<file path="config.mk">
export PLATFORM = sky130hd
export DESIGN_NAME = pattern_bert_checker_unit
export DESIGN_NICKNAME = d
export VERILOG_FILES = /design/src/rtl/pbc_pkg.sv /design/src/rtl/pbc_frame.sv /design/src/rtl/pbc_window.sv /design/src/rtl/pattern_bert_checker_unit.sv
export SDC_FILE = /design/constraint.sdc
export NUM_CORES = 1
export LEC_CHECK = 0
export BUFFER_PORTS_ARGS = -buffer_cell sky130_fd_sc_hd__buf_2
export CORE_UTILIZATION = 35
export CTS_CLUSTER_DIAMETER = 40
export DETAILED_ROUTE_END_ITERATION = 8
export SYNTH_ARGS = -nofsm -noshare
export SYNTH_HDL_FRONTEND = slang
export SYNTH_HIERARCHICAL = 1
export SYNTH_SLANG_ARGS = --single-unit
</file>
<file path="constraint.sdc">
create_clock -name aclk -period 9.4 [get_ports aclk]
set_input_delay 0 -clock aclk [delete_from_list [all_inputs] [get_ports aclk]]
set_output_delay 0 -clock aclk [all_outputs]
set_load 0.02 [all_outputs]
</file>
<file path="src/rtl/pbc_pkg.sv">
// Package for the pattern BERT checker: transaction types, register indexes,
// reset values and the digital-milliwatt pattern constants.
// No dependencies; every module of the block imports it.
package pbc_pkg;

    localparam int PATTERN_LEN = 8;
    localparam int HIST_W      = 8 * (PATTERN_LEN - 1);

    // The first seven pattern octets as they sit in the history register,
    // oldest octet in the top byte, and the octet that completes the pattern.
    localparam logic [HIST_W-1:0] MW_HISTORY = 56'h1E0B0B1E9E8B8B;
    localparam logic [7:0]        MW_LAST    = 8'h9E;

    localparam logic [9:0]  FERR_MAX = 10'h3FF;
    localparam logic [15:0] CNT_MAX  = 16'hFFFF;

    localparam int CFG_IDX_W  = 4;
    localparam int CFG_DATA_W = 16;

    localparam logic [CFG_IDX_W-1:0] CFG_FRAME_LENGTH      = 4'd0;
    localparam logic [CFG_IDX_W-1:0] CFG_WINDOW_LENGTH     = 4'd1;
    localparam logic [CFG_IDX_W-1:0] CFG_MAX_ERROR_PERCENT = 4'd2;
    localparam logic [CFG_IDX_W-1:0] CFG_HANGUP_ENABLE     = 4'd3;

    localparam logic [9:0]  FRAME_LENGTH_RST      = 10'd160;
    localparam logic [15:0] WINDOW_LENGTH_RST     = 16'd8000;
    localparam logic [6:0]  MAX_ERROR_PERCENT_RST = 7'd10;

    localparam logic [6:0] PERCENT_SCALE = 7'd100;

    typedef struct packed {
        logic [7:0] sample;
        logic       last;
        logic       cng;
    } in_item_t;

    typedef struct packed {
        logic        frame_accepted;
        logic [9:0]  frame_errors;
        logic        in_sync;
        logic        lost_sync_event;
        logic        gained_sync_event;
        logic        window_done;
        logic [15:0] window_errors;
        logic [15:0] sync_loss_total;
        logic [15:0] noise_frame_total;
        logic [15:0] max_window_errors;
        logic        hangup_request;
    } result_t;

    typedef struct packed {
        logic [9:0]  frame_length;
        logic [15:0] window_length;
        logic [6:0]  max_error_percent;
        logic        hangup_enable;
    } cfg_t;

    // Summary of a frame that ends with the current transaction.
    typedef struct packed {
        logic       done;
        logic       accepted;
        logic       cng;
        logic [9:0] errors;
    } frame_end_t;

    // Expected octet at a given phase of the pattern.
    function automatic logic [7:0] mw_octet(input logic [2:0] phase);
        logic [7:0] oct;
        unique case (phase)
            3'd0:    oct = 8'h1E;
            3'd1:    oct = 8'h0B;
            3'd2:    oct = 8'h0B;
            3'd3:    oct = 8'h1E;
            3'd4:    oct = 8'h9E;
            3'd5:    oct = 8'h8B;
            3'd6:    oct = 8'h8B;
            default: oct = 8'h9E;
        endcase
        return oct;
    endfunction

endpackage

</file>
<file path="src/rtl/pbc_frame.sv">
// Per-frame pattern search and error counting for the pattern BERT checker.
// Depends on pbc_pkg for the transaction types and pattern constants.
module pbc_frame #(
    parameter int FRAME_MAX = 512
) (
    input  logic                aclk,
    input  logic                aresetn,
    input  logic                advance,
    input  pbc_pkg::in_item_t   item,
    input  logic [9:0]          frame_length,
    output pbc_pkg::frame_end_t fe
);
    import pbc_pkg::*;

    localparam int IDX_W = $clog2(FRAME_MAX + 2);
    localparam int W     = (IDX_W > 10) ? IDX_W : 10;
    localparam logic [IDX_W-1:0] IDX_MAX   = IDX_W'(FRAME_MAX + 1);
    localparam logic [IDX_W-1:0] PREFIX_OF = IDX_W'(PATTERN_LEN - 1);

    logic [HIST_W-1:0] hist_reg, hist_next;
    logic [IDX_W-1:0]  idx_reg, idx_next;
    logic              match_reg, match_next;
    logic [2:0]        phase_reg, phase_next;
    logic [9:0]        fec_reg, fec_next;

    logic             hit, miss, len_ok;
    logic [IDX_W-1:0] prefix;
    logic [W:0]       prefix_sum;
    logic [9:0]       fec_hit, idx_clip, raw_errors;

    always_comb begin
        hit = !match_reg && (idx_reg >= PREFIX_OF) && (item.sample == MW_LAST)
              && (hist_reg == MW_HISTORY);
        miss = match_reg && (item.sample != mw_octet(phase_reg));

        // The octets in front of the pattern count as errors.
        prefix     = idx_reg - PREFIX_OF;
        prefix_sum = (W+1)'(prefix) + (W+1)'(fec_reg);
        fec_hit    = (prefix_sum > (W+1)'(FERR_MAX)) ? FERR_MAX : prefix_sum[9:0];

        if (hit) begin
            fec_next = fec_hit;
        end else if (miss && fec_reg != FERR_MAX) begin
            fec_next = fec_reg + 10'd1;
        end else begin
            fec_next = fec_reg;
        end

        match_next = match_reg | hit;
        if (hit) begin
            phase_next = 3'd0;
        end else if (match_reg) begin
            phase_next = phase_reg + 3'd1;
        end else begin
            phase_next = phase_reg;
        end
        hist_next = {hist_reg[HIST_W-9:0], item.sample};
        idx_next  = (idx_reg < IDX_MAX) ? idx_reg + IDX_W'(1) : idx_reg;

        len_ok   = (frame_length != 10'd0) && (32'(frame_length) <= 32'(FRAME_MAX));
        idx_clip = (W'(idx_next) > W'(FERR_MAX)) ? FERR_MAX : 10'(idx_next);
        raw_errors = match_next ? fec_next : idx_clip;

        fe.done = item.last;
        fe.cng  = item.cng;
        if (item.cng) begin
            // Idle octets never match, so the whole frame is in error.
            fe.accepted = len_ok;
            fe.errors   = len_ok ? frame_length : 10'd0;
        end else begin
            fe.accepted = len_ok && (W'(idx_next) == W'(frame_length));
            fe.errors   = fe.accepted ? raw_errors : 10'd0;
        end
    end

    always_ff @(posedge aclk) begin
        if (!aresetn) begin
            hist_reg  <= '0;
            idx_reg   <= '0;
            match_reg <= 1'b0;
            phase_reg <= 3'd0;
            fec_reg   <= 10'd0;
        end else if (advance) begin
            if (item.last) begin
                hist_reg  <= '0;
                idx_reg   <= '0;
                match_reg <= 1'b0;
                phase_reg <= 3'd0;
                fec_reg   <= 10'd0;
            end else if (!item.cng) begin
                hist_reg  <= hist_next;
                idx_reg   <= idx_next;
                match_reg <= match_next;
                phase_reg <= phase_next;
                fec_reg   <= fec_next;
            end
        end
    end

endmodule

</file>
<file path="src/rtl/pbc_window.sv">
// Window accumulation, sync evaluation and status counters of the pattern
// BERT checker. Depends on pbc_pkg for the frame summary and result types.
module pbc_window (
    input  logic                aclk,
    input  logic                aresetn,
    input  logic                advance,
    input  pbc_pkg::frame_end_t fe,
    input  pbc_pkg::cfg_t       cfg,
    output pbc_pkg::result_t    res
);
    import pbc_pkg::*;

    logic [15:0] wec_reg, wec_next;
    logic [15:0] pc_reg, pc_next;
    logic        sync_reg, sync_next;
    logic [15:0] lost_reg, lost_next;
    logic [15:0] noise_reg, noise_next;
    logic [15:0] worst_reg, worst_next;

    logic        eval, exceed, lost, gained;
    logic [22:0] lhs, rhs;
    logic [15:0] noise_a, base_w, base_p;
    logic [16:0] sum_w, sum_p;

    always_comb begin
        noise_a = (fe.done && fe.cng && noise_reg != CNT_MAX) ? noise_reg + 16'd1
                                                              : noise_reg;
        eval = fe.done && fe.accepted && (cfg.window_length != 16'd0)
               && (pc_reg == cfg.window_length);
        lhs    = 23'(wec_reg) * 23'(PERCENT_SCALE);
        rhs    = 23'(cfg.max_error_percent) * 23'(pc_reg);
        exceed = lhs > rhs;
        lost   = eval && exceed && sync_reg;
        gained = eval && !exceed && !sync_reg;

        sync_next  = lost ? 1'b0 : (gained ? 1'b1 : sync_reg);
        lost_next  = (lost && lost_reg != CNT_MAX) ? lost_reg + 16'd1 : lost_reg;
        noise_next = gained ? 16'd0 : noise_a;
        worst_next = (eval && wec_reg > worst_reg) ? wec_reg : worst_reg;

        // A finished window restarts from zero before this frame is added.
        base_w = eval ? 16'd0 : wec_reg;
        base_p = eval ? 16'd0 : pc_reg;
        sum_w  = 17'(base_w) + 17'(fe.errors);
        sum_p  = 17'(base_p) + 17'(cfg.frame_length);
        if (fe.accepted) begin
            wec_next = sum_w[16] ? CNT_MAX : sum_w[15:0];
            pc_next  = sum_p[16] ? CNT_MAX : sum_p[15:0];
        end else begin
            wec_next = wec_reg;
            pc_next  = pc_reg;
        end

        res.frame_accepted    = fe.accepted;
        res.frame_errors      = fe.errors;
        res.in_sync           = sync_next;
        res.lost_sync_event   = lost;
        res.gained_sync_event = gained;
        res.window_done       = eval;
        res.window_errors     = eval ? wec_reg : 16'd0;
        res.sync_loss_total   = lost_next;
        res.noise_frame_total = noise_next;
        res.max_window_errors = worst_next;
        res.hangup_request    = lost && cfg.hangup_enable;
    end

    always_ff @(posedge aclk) begin
        if (!aresetn) begin
            wec_reg   <= 16'd0;
            pc_reg    <= 16'd0;
            sync_reg  <= 1'b0;
            lost_reg  <= 16'd0;
            noise_reg <= 16'd0;
            worst_reg <= 16'd0;
        end else if (advance && fe.done) begin
            wec_reg   <= wec_next;
            pc_reg    <= pc_next;
            sync_reg  <= sync_next;
            lost_reg  <= lost_next;
            noise_reg <= noise_next;
            worst_reg <= worst_next;
        end
    end

endmodule

</file>
<file path="src/rtl/pattern_bert_checker_unit.sv">
// Top level of the pattern BERT checker: input register, result register and
// configuration registers around pbc_frame and pbc_window. Depends on pbc_pkg.
//
//  Channel   Ports                                   Direction  Content
//  -------   -------------------------------------   ---------  ------------------------
//  input     s_valid, s_ready, s_item                in         one received octet
//  result    m_valid, m_ready, m_result              out        one status per frame end
//  config    cfg_valid, cfg_ready, cfg_index, cfg_data  in      register write
//
// The block accepts one octet transaction every clock cycle unless the input is
// held off as described below. A transaction sits in the input register while
// the frame and window logic work on it; the result of a frame-ending octet is
// loaded into the result register, raising m_valid, when that octet leaves the
// input register. The frame state registers update on each octet that is
// neither cng nor frame-ending. When the result register is full and not being
// drained, a frame-ending octet waits in the input register and holds off the
// input; octets that do not end a frame never wait for the result side. Reset
// is synchronous and active low, loads the register defaults and clears all
// frame, window and status state. Configuration writes are always taken.
module pattern_bert_checker_unit #(
    parameter int FRAME_MAX = 512
) (
    input  logic                            aclk,
    input  logic                            aresetn,
    input  logic                            s_valid,
    output logic                            s_ready,
    input  pbc_pkg::in_item_t               s_item,
    output logic                            m_valid,
    input  logic                            m_ready,
    output pbc_pkg::result_t                m_result,
    input  logic                            cfg_valid,
    output logic                            cfg_ready,
    input  logic [pbc_pkg::CFG_IDX_W-1:0]   cfg_index,
    input  logic [pbc_pkg::CFG_DATA_W-1:0]  cfg_data
);
    import pbc_pkg::*;

    // Configuration registers.
    cfg_t cfg_reg;

    // Input register, holding the transaction that is being worked on.
    in_item_t in_reg;
    logic     in_valid_reg;

    // Result register.
    result_t out_reg;
    logic    out_valid_reg;

    frame_end_t fe;
    result_t    res;
    logic       out_free;
    logic       advance;

    // A frame-ending octet needs room in the result register; every other
    // octet at most updates the frame state and can always move on.
    assign out_free  = !out_valid_reg || m_ready;
    assign advance   = in_valid_reg && (out_free || !in_reg.last);
    assign s_ready   = !in_valid_reg || advance;
    assign cfg_ready = 1'b1;
    assign m_valid   = out_valid_reg;
    assign m_result  = out_reg;

    always_ff @(posedge aclk) begin
        if (!aresetn) begin
            cfg_reg.frame_length      <= FRAME_LENGTH_RST;
            cfg_reg.window_length     <= WINDOW_LENGTH_RST;
            cfg_reg.max_error_percent <= MAX_ERROR_PERCENT_RST;
            cfg_reg.hangup_enable     <= 1'b0;
        end else if (cfg_valid) begin
            unique case (cfg_index)
                CFG_FRAME_LENGTH:      cfg_reg.frame_length      <= cfg_data[9:0];
                CFG_WINDOW_LENGTH:     cfg_reg.window_length     <= cfg_data[15:0];
                CFG_MAX_ERROR_PERCENT: cfg_reg.max_error_percent <= cfg_data[6:0];
                CFG_HANGUP_ENABLE:     cfg_reg.hangup_enable     <= cfg_data[0];
                default: ;
            endcase
        end
    end

    always_ff @(posedge aclk) begin
        if (!aresetn) begin
            in_valid_reg <= 1'b0;
        end else if (s_valid && s_ready) begin
            in_valid_reg <= 1'b1;
        end else if (advance) begin
            in_valid_reg <= 1'b0;
        end
    end

    always_ff @(posedge aclk) begin
        if (s_valid && s_ready) begin
            in_reg <= s_item;
        end
    end

    always_ff @(posedge aclk) begin
        if (!aresetn) begin
            out_valid_reg <= 1'b0;
        end else if (advance && fe.done) begin
            out_valid_reg <= 1'b1;
        end else if (m_ready) begin
            out_valid_reg <= 1'b0;
        end
    end

    always_ff @(posedge aclk) begin
        if (advance && fe.done) begin
            out_reg <= res;
        end
    end

    pbc_frame #(
        .FRAME_MAX (FRAME_MAX)
    ) u_frame (
        .aclk         (aclk),
        .aresetn      (aresetn),
        .advance      (advance),
        .item         (in_reg),
        .frame_length (cfg_reg.frame_length),
        .fe           (fe)
    );

    pbc_window u_window (
        .aclk    (aclk),
        .aresetn (aresetn),
        .advance (advance),
        .fe      (fe),
        .cfg     (cfg_reg),
        .res     (res)
    );

endmodule
</file>
Word-level counts from Yosys, hierarchy flattened
Index checks and enable logic that the tools add are counted.

word-level totals
  logic and storage cells = 152
  output and inout bits = 83
  flip-flop bits (word level) = 287
  input bits = 35

cells by class
  magnitude comparators = 7
  bitwise operators = 1
  muxes and demuxes = 37
  reductions and logical operators = 48
  $add $sub $neg = 9
  equal/unequal tests = 17
  $mul = 2

operators by type and width
  operator                                                                count
  10-bit two-way mux                                                      13
  16-bit two-way mux                                                      8
  56-bit two-way mux                                                      2
  56-bit by 53-bit == test with 1-bit output, second input constant       1
  16-bit by 10-bit adder with 17-bit output                               2
  16-bit by 1-bit adder with 16-bit output, second input constant         2
  16-bit != test, second input constant                                   2
  8-bit one-hot mux with 3 select lines                                   1
  23-bit > comparator                                                     1
  7-bit by 16-bit multiplier with 23-bit output                           1
  1-bit logical AND                                                       22
  16-bit by 5-bit multiplier with 21-bit output, second input constant    1
  10-bit by 1-bit adder with 10-bit output, second input constant         2
  16-bit == test                                                          1
  16-bit > comparator                                                     1
  16-bit nonzero test                                                     1
  3-bit two-way mux                                                       4
  2-bit AND reduction                                                     6
  10-bit by 10-bit adder with 11-bit output                               1
  11-bit by 10-bit > comparator with 1-bit output, second input constant  1
  10-bit == test                                                          1
  10-bit by 3-bit >= comparator with 1-bit output, second input constant  1
  10-bit > comparator, second input constant                              1
  10-bit <= comparator, second input constant                             1
  23 further kinds                                                        44

Longest topological paths before layout
  word-level depth = 13
  gate-level depth with buffers = 30
  gate-level depth less buffers = 27

Hierarchy
The synthesis kept the hierarchy.

modules (own cells, without submodules)
  module                     area an instance (um^2)  cells each  seq. area each (um^2)  instances
  pbc_window                 11947.7                  1489        1621.6                 1
  pbc_frame                  5878.1                   763         1601.5                 1
  pattern_bert_checker_unit  4192.8                   246         3423.3                 1

Worst setup path before layout
Ideal clock, no wire load.

  kind = reg2reg
  start = register cfg_reg[7] (netlist name)
  end = register out_reg, in the netlist m_result[40], data pin
  period minus slack after synthesis = 6.998 ns
  setup time = 0.260 ns
  data required time = 9.140 ns
  setup slack = 2.402 ns
  data arrival time = 6.738 ns
  path buffers = 3
  stages on the path, launching flop included = 29
  cell sequence = dfxtp_1 -> clkbuf_1 -> nand2_1 -> fa_1 -> fa_1 -> inv_1 -> fa_1 -> inv_1 -> fa_1 -> inv_1 -> ha_1 -> or4_1 -> o22ai_1 -> nand2b_1 -> a31oi_1 -> a211o_1 -> a21oi_1 -> xor2_1 -> ha_1 -> nand3_1 -> nor3_1 -> nand2_1 -> o21ai_1 -> a21oi_2 -> a21oi_1 -> buf_2 -> buf_1 -> nand4_1 -> xnor2_1

RTL lines
  what                  line                              RTL
  from (decl)           pattern_bert_checker_unit.sv:39   cfg_t cfg_reg;
  to (signal assigned)  pattern_bert_checker_unit.sv:108  out_reg <= res;
  to (decl)             pattern_bert_checker_unit.sv:46   result_t out_reg;

Worst setup path after layout
  start = register cfg_reg[5] (netlist name)
  end = register u_window.noise_reg[14]

between the ends
  longest elaborated chain between the ends = 6

RTL lines
  what                                           line              RTL
  7-bit by 16-bit multiplier with 23-bit output  pbc_window.sv:31  rhs = 23'(cfg.max_error_percent) * 23'(pc_reg);
  23-bit > comparator                            pbc_window.sv:32  exceed = lhs > rhs;
  1-bit logical NOT                              pbc_window.sv:34  gained = eval && !exceed && !sync_reg;
  1-bit logical AND (2 in a row)                 pbc_window.sv:34
  16-bit two-way mux                             pbc_window.sv:38  noise_next = gained ? 16'd0 : noise_a;
  to (signal assigned)                           pbc_window.sv:80  noise_reg <= noise_next;
  to (decl)                                      pbc_window.sv:17  logic [15:0] noise_reg, noise_next;

No other way between the ends.
A chain may end at the register's enable or synchronous reset.

==> insert_results.sql <==
INSERT INTO impl_metrics (metric_group, metric, value, unit) VALUES
('timing', 'maxSlewViolCount', '0', ''),
('cts', 'cts_max_path_buffers', '3', ''),
('global_routing', 'antenna_violations_before_repair', '1', ''),
('place', 'place.port_buffers', '116', ''),
('timing', 'report.final.hold_viol_count', '0', ''),
('cts', 'clk_transition_reported_paths', '0.05', 'ns'),
('critical_path', 'crit_path_start_kind', 'flip-flop', ''),
('global_routing', 'globalRouteOverflowTotal', '0', ''),
('yosys', 'mean_instance_size_in_the_synthesized_netlist', '8.81', 'µm²'),
('timing', 'clock_skew', '0.0257', 'ns'),
('power_and_ir_drop', 'p_leak', '11.0', 'nW'),
('cells_and_area', 'mostFrequentLayoutCells', '238 x nand2_1, 197 x dfxtp_1, 186 x inv_1, 172 x ha_1, 161 x a21oi_1', ''),
('cells_and_area', 'layout-drive-gt1-share', '10.9', '%'),
('global_routing', 'grt_util_all_layers', '19.0', '%'),
('cts', 'cts-root-buf', 'clkbuf_16', ''),
('cells_and_area', 'layout_commonest_cell', 'nand2_1', ''),
('cells_and_area', 'largest_reg_flops', '80', ''),
('critical_path', 'worst-setup-path-type', 'flip-flop to flip-flop', ''),
('critical_path', 'crit_arrival', '8.52', 'ns'),
('die', 'core_region_area', '61900', 'µm²'),
('critical_path', 'cp_top_family', 'compound AO/OA/AOI/OAI gates', ''),
('timing', 'worst_margin_pin_slew', '1.26', 'ns'),
('critical_path', 'maximum_fanout_along_the_worst_path', '21', ''),
('route', 'met3WireLength', '3870', 'µm'),
('cts', 'clock_tree.htree_level_count', '2', ''),
('power_and_ir_drop', 'power_density', '144', 'nW/µm²'),
('cts', 'cts_tree', 'built', ''),
('critical_path', 'crit_slowest_cell', 'o21ai_1', ''),
('yosys', 'yosysUniqueCellTypes', '95', ''),
('critical_path', 'crit_required', '9.84', 'ns'),
('route', 'route.top_layer_used', 'met4', ''),
('global_routing', 'grt_pass1_vias', '18100', ''),
('yosys', 'postSynthNetCount', '2788', ''),
('yosys', 'yosysWarningCount', '6', ''),
('timing', 'finalSetupViolCount', '0', ''),
('yosys', 'post_synth_inst_count', '2498', ''),
('yosys', 'synthesis.area', '22000', 'µm²'),
('route', 'detail_route.wirelength.met1', '29100', 'µm'),
('die', 'floorplan.rows', '91', ''),
('route', 'met2RoutedLength', '27200', 'µm'),
('die', 'die_area', '63900', 'µm²'),
('route', 'post-route-drc-count', '0', ''),
('critical_path', 'crit_buf_inv', '3', ''),
('yosys', 'synth.ff_latch_count', '287', ''),
('timing', 'period_minus_slack', '8.09', 'ns'),
('place', 'hpwl', '44900', 'µm'),
('global_routing', 'grt_pass1_wl', '98200', 'µm'),
('route', 'via_per_inst', '5.37', ''),
('critical_path', 'crit_path_max_incr_delay', '1.00', 'ns'),
('route', 'drt-total-wl', '61200', 'µm'),
('cts', 'clock_latency', '0.62', 'ns'),
('run_status', 'run_status', 'complete, no violations', ''),
('die', 'boundaryPins', '118', ''),
('timing', 'final.setup.tns', '0', 'ns'),
('yosys', 'synthDominantAreaCellType', 'dfxtp_1', ''),
('yosys', 'synth_largest_type_area_fraction', '17.9', '%'),
('critical_path', 'cp-end-kind', 'flip-flop', ''),
('route', 'initial_drc_count', '1533', ''),
('cts', 'cts-buffers-inserted', '56', ''),
('route', 'antenna_left', '0', ''),
('cells_and_area', 'antennaDiodeCount', '0', ''),
('cells_and_area', 'area_growth', '16.4', '%'),
('cts', 'clock_sinks', '287', ''),
('timing', 'fmax', '124', 'MHz'),
('yosys', 'ys_top_cells_by_area', 'dfxtp_1 18%, edfxtp_1 12%, ha_1 9.8%', ''),
('yosys', 'synth_edf_count', '90', ''),
('job', 'maxCapViolations', '0', ''),
('yosys', 'synth_seq_area_share', '30.2', '%'),
('power_and_ir_drop', 'worst_ir_drop_vdd', '138', 'µV'),
('cells_and_area', 'final_core_util', '41.4', '%'),
('timing', 'setup_repair_after_global_routing_missed_its_margin', 'no', '');
## worst paths after layout
| check | start | to | slack (ns) | cells after the start |
|---|---|---|---|---|
| setup / recovery | cfg_reg[5]$_SDFFE_PN0P_ | u_window/noise_reg[14]$_SDFFE_PN0P_ | 1.31 | 25 |
| hold / removal | s_item[8] | in_reg[8]$_DFFE_PP_ | 0.09 | 2 |
| setup reg to reg | cfg_reg[5]$_SDFFE_PN0P_ | u_window/noise_reg[14]$_SDFFE_PN0P_ | 1.31 | 25 |
| hold reg to reg | u_window/worst_reg[8]$_SDFFE_PN0P_ | u_window/worst_reg[8]$_SDFFE_PN0P_ | 0.46 | 2 |
## synthesized netlist by cell type, types with 14 or more instances
library cell,count
a21o_1,34
a21oi_1,161
a31oi_1,15
and2_1,115
and3_1,81
buf_2,20
buf_4,20
clkbuf_1,99
dfxtp_1,197
edfxtp_1,90
fa_1,83
ha_1,172
inv_1,187
mux2i_1,69
nand2_1,238
nand2b_1,26
nand3_1,60
nand4_1,37
nor2_1,99
nor2b_1,97
nor3_1,52
nor4_1,19
o211ai_1,23
o21a_1,21
o21ai_0,80
o22ai_1,14
o31ai_1,21
or3_1,20
xnor2_1,60
xor2_1,57
## per-layer routing
layer	global-route usage [%]	vias to the layer above
met1	26.8	8961
met3	2.50	74
met5	0	-
met4	4.55	0
li1	-	9032
met2	30.5	615
## final cells by class
class	instances	area, µm²	area share (%)
Inverter	189	714	2.79
Tap cell	837	1050	4.09
Timing Repair Buffer	190	1280	5.01
Clock buffer	56	1400	5.47
Clock inverter	50	571	2.23
Multi-Input combinational cell	1871	14000	54.5
Sequential cell	287	6650	25.9
## stage by stage
step                cell area [µm²]  total power (W)  instances  worst slack [ns]  hold slack [ns]
floorplan                     22000          0.00155       2498              2.40           0.0989
global placement              23100          0.00165       3318              1.45            0.183
detailed placement            23100          0.00165       3318              1.36            0.178
CTS                           25600          0.00373       3480              1.33           0.0584
global route                  25600          0.00382       3480             0.789           0.0829
finish                        25600          0.00369       3480              1.31           0.0892
## logic make-up after synthesis
family          share of synthesized area [%]
simple gates                             22.7
compound gates                           14.8
buf+inv                                  6.58
flops                                    30.2
fa+ha+maj                                17.3
xor+xnor                                 4.65
mux                                      3.70
other cells                            0.0170
## power breakdown
part | switching [W] | internal (W)
Combinational | 0.000210 | 0.000119
Sequential | 0.0000225 | 0.00129
Clock | 0.000775 | 0.00127
Total | 0.00101 | 0.00268
## what timing repair did
item / CTS / global route
setup buffers: 0 / 0
hold buffers: 56 / 0
hold endpoints to repair: 46 / 0
No activity file was read; power rests on OpenSTA's default activity.
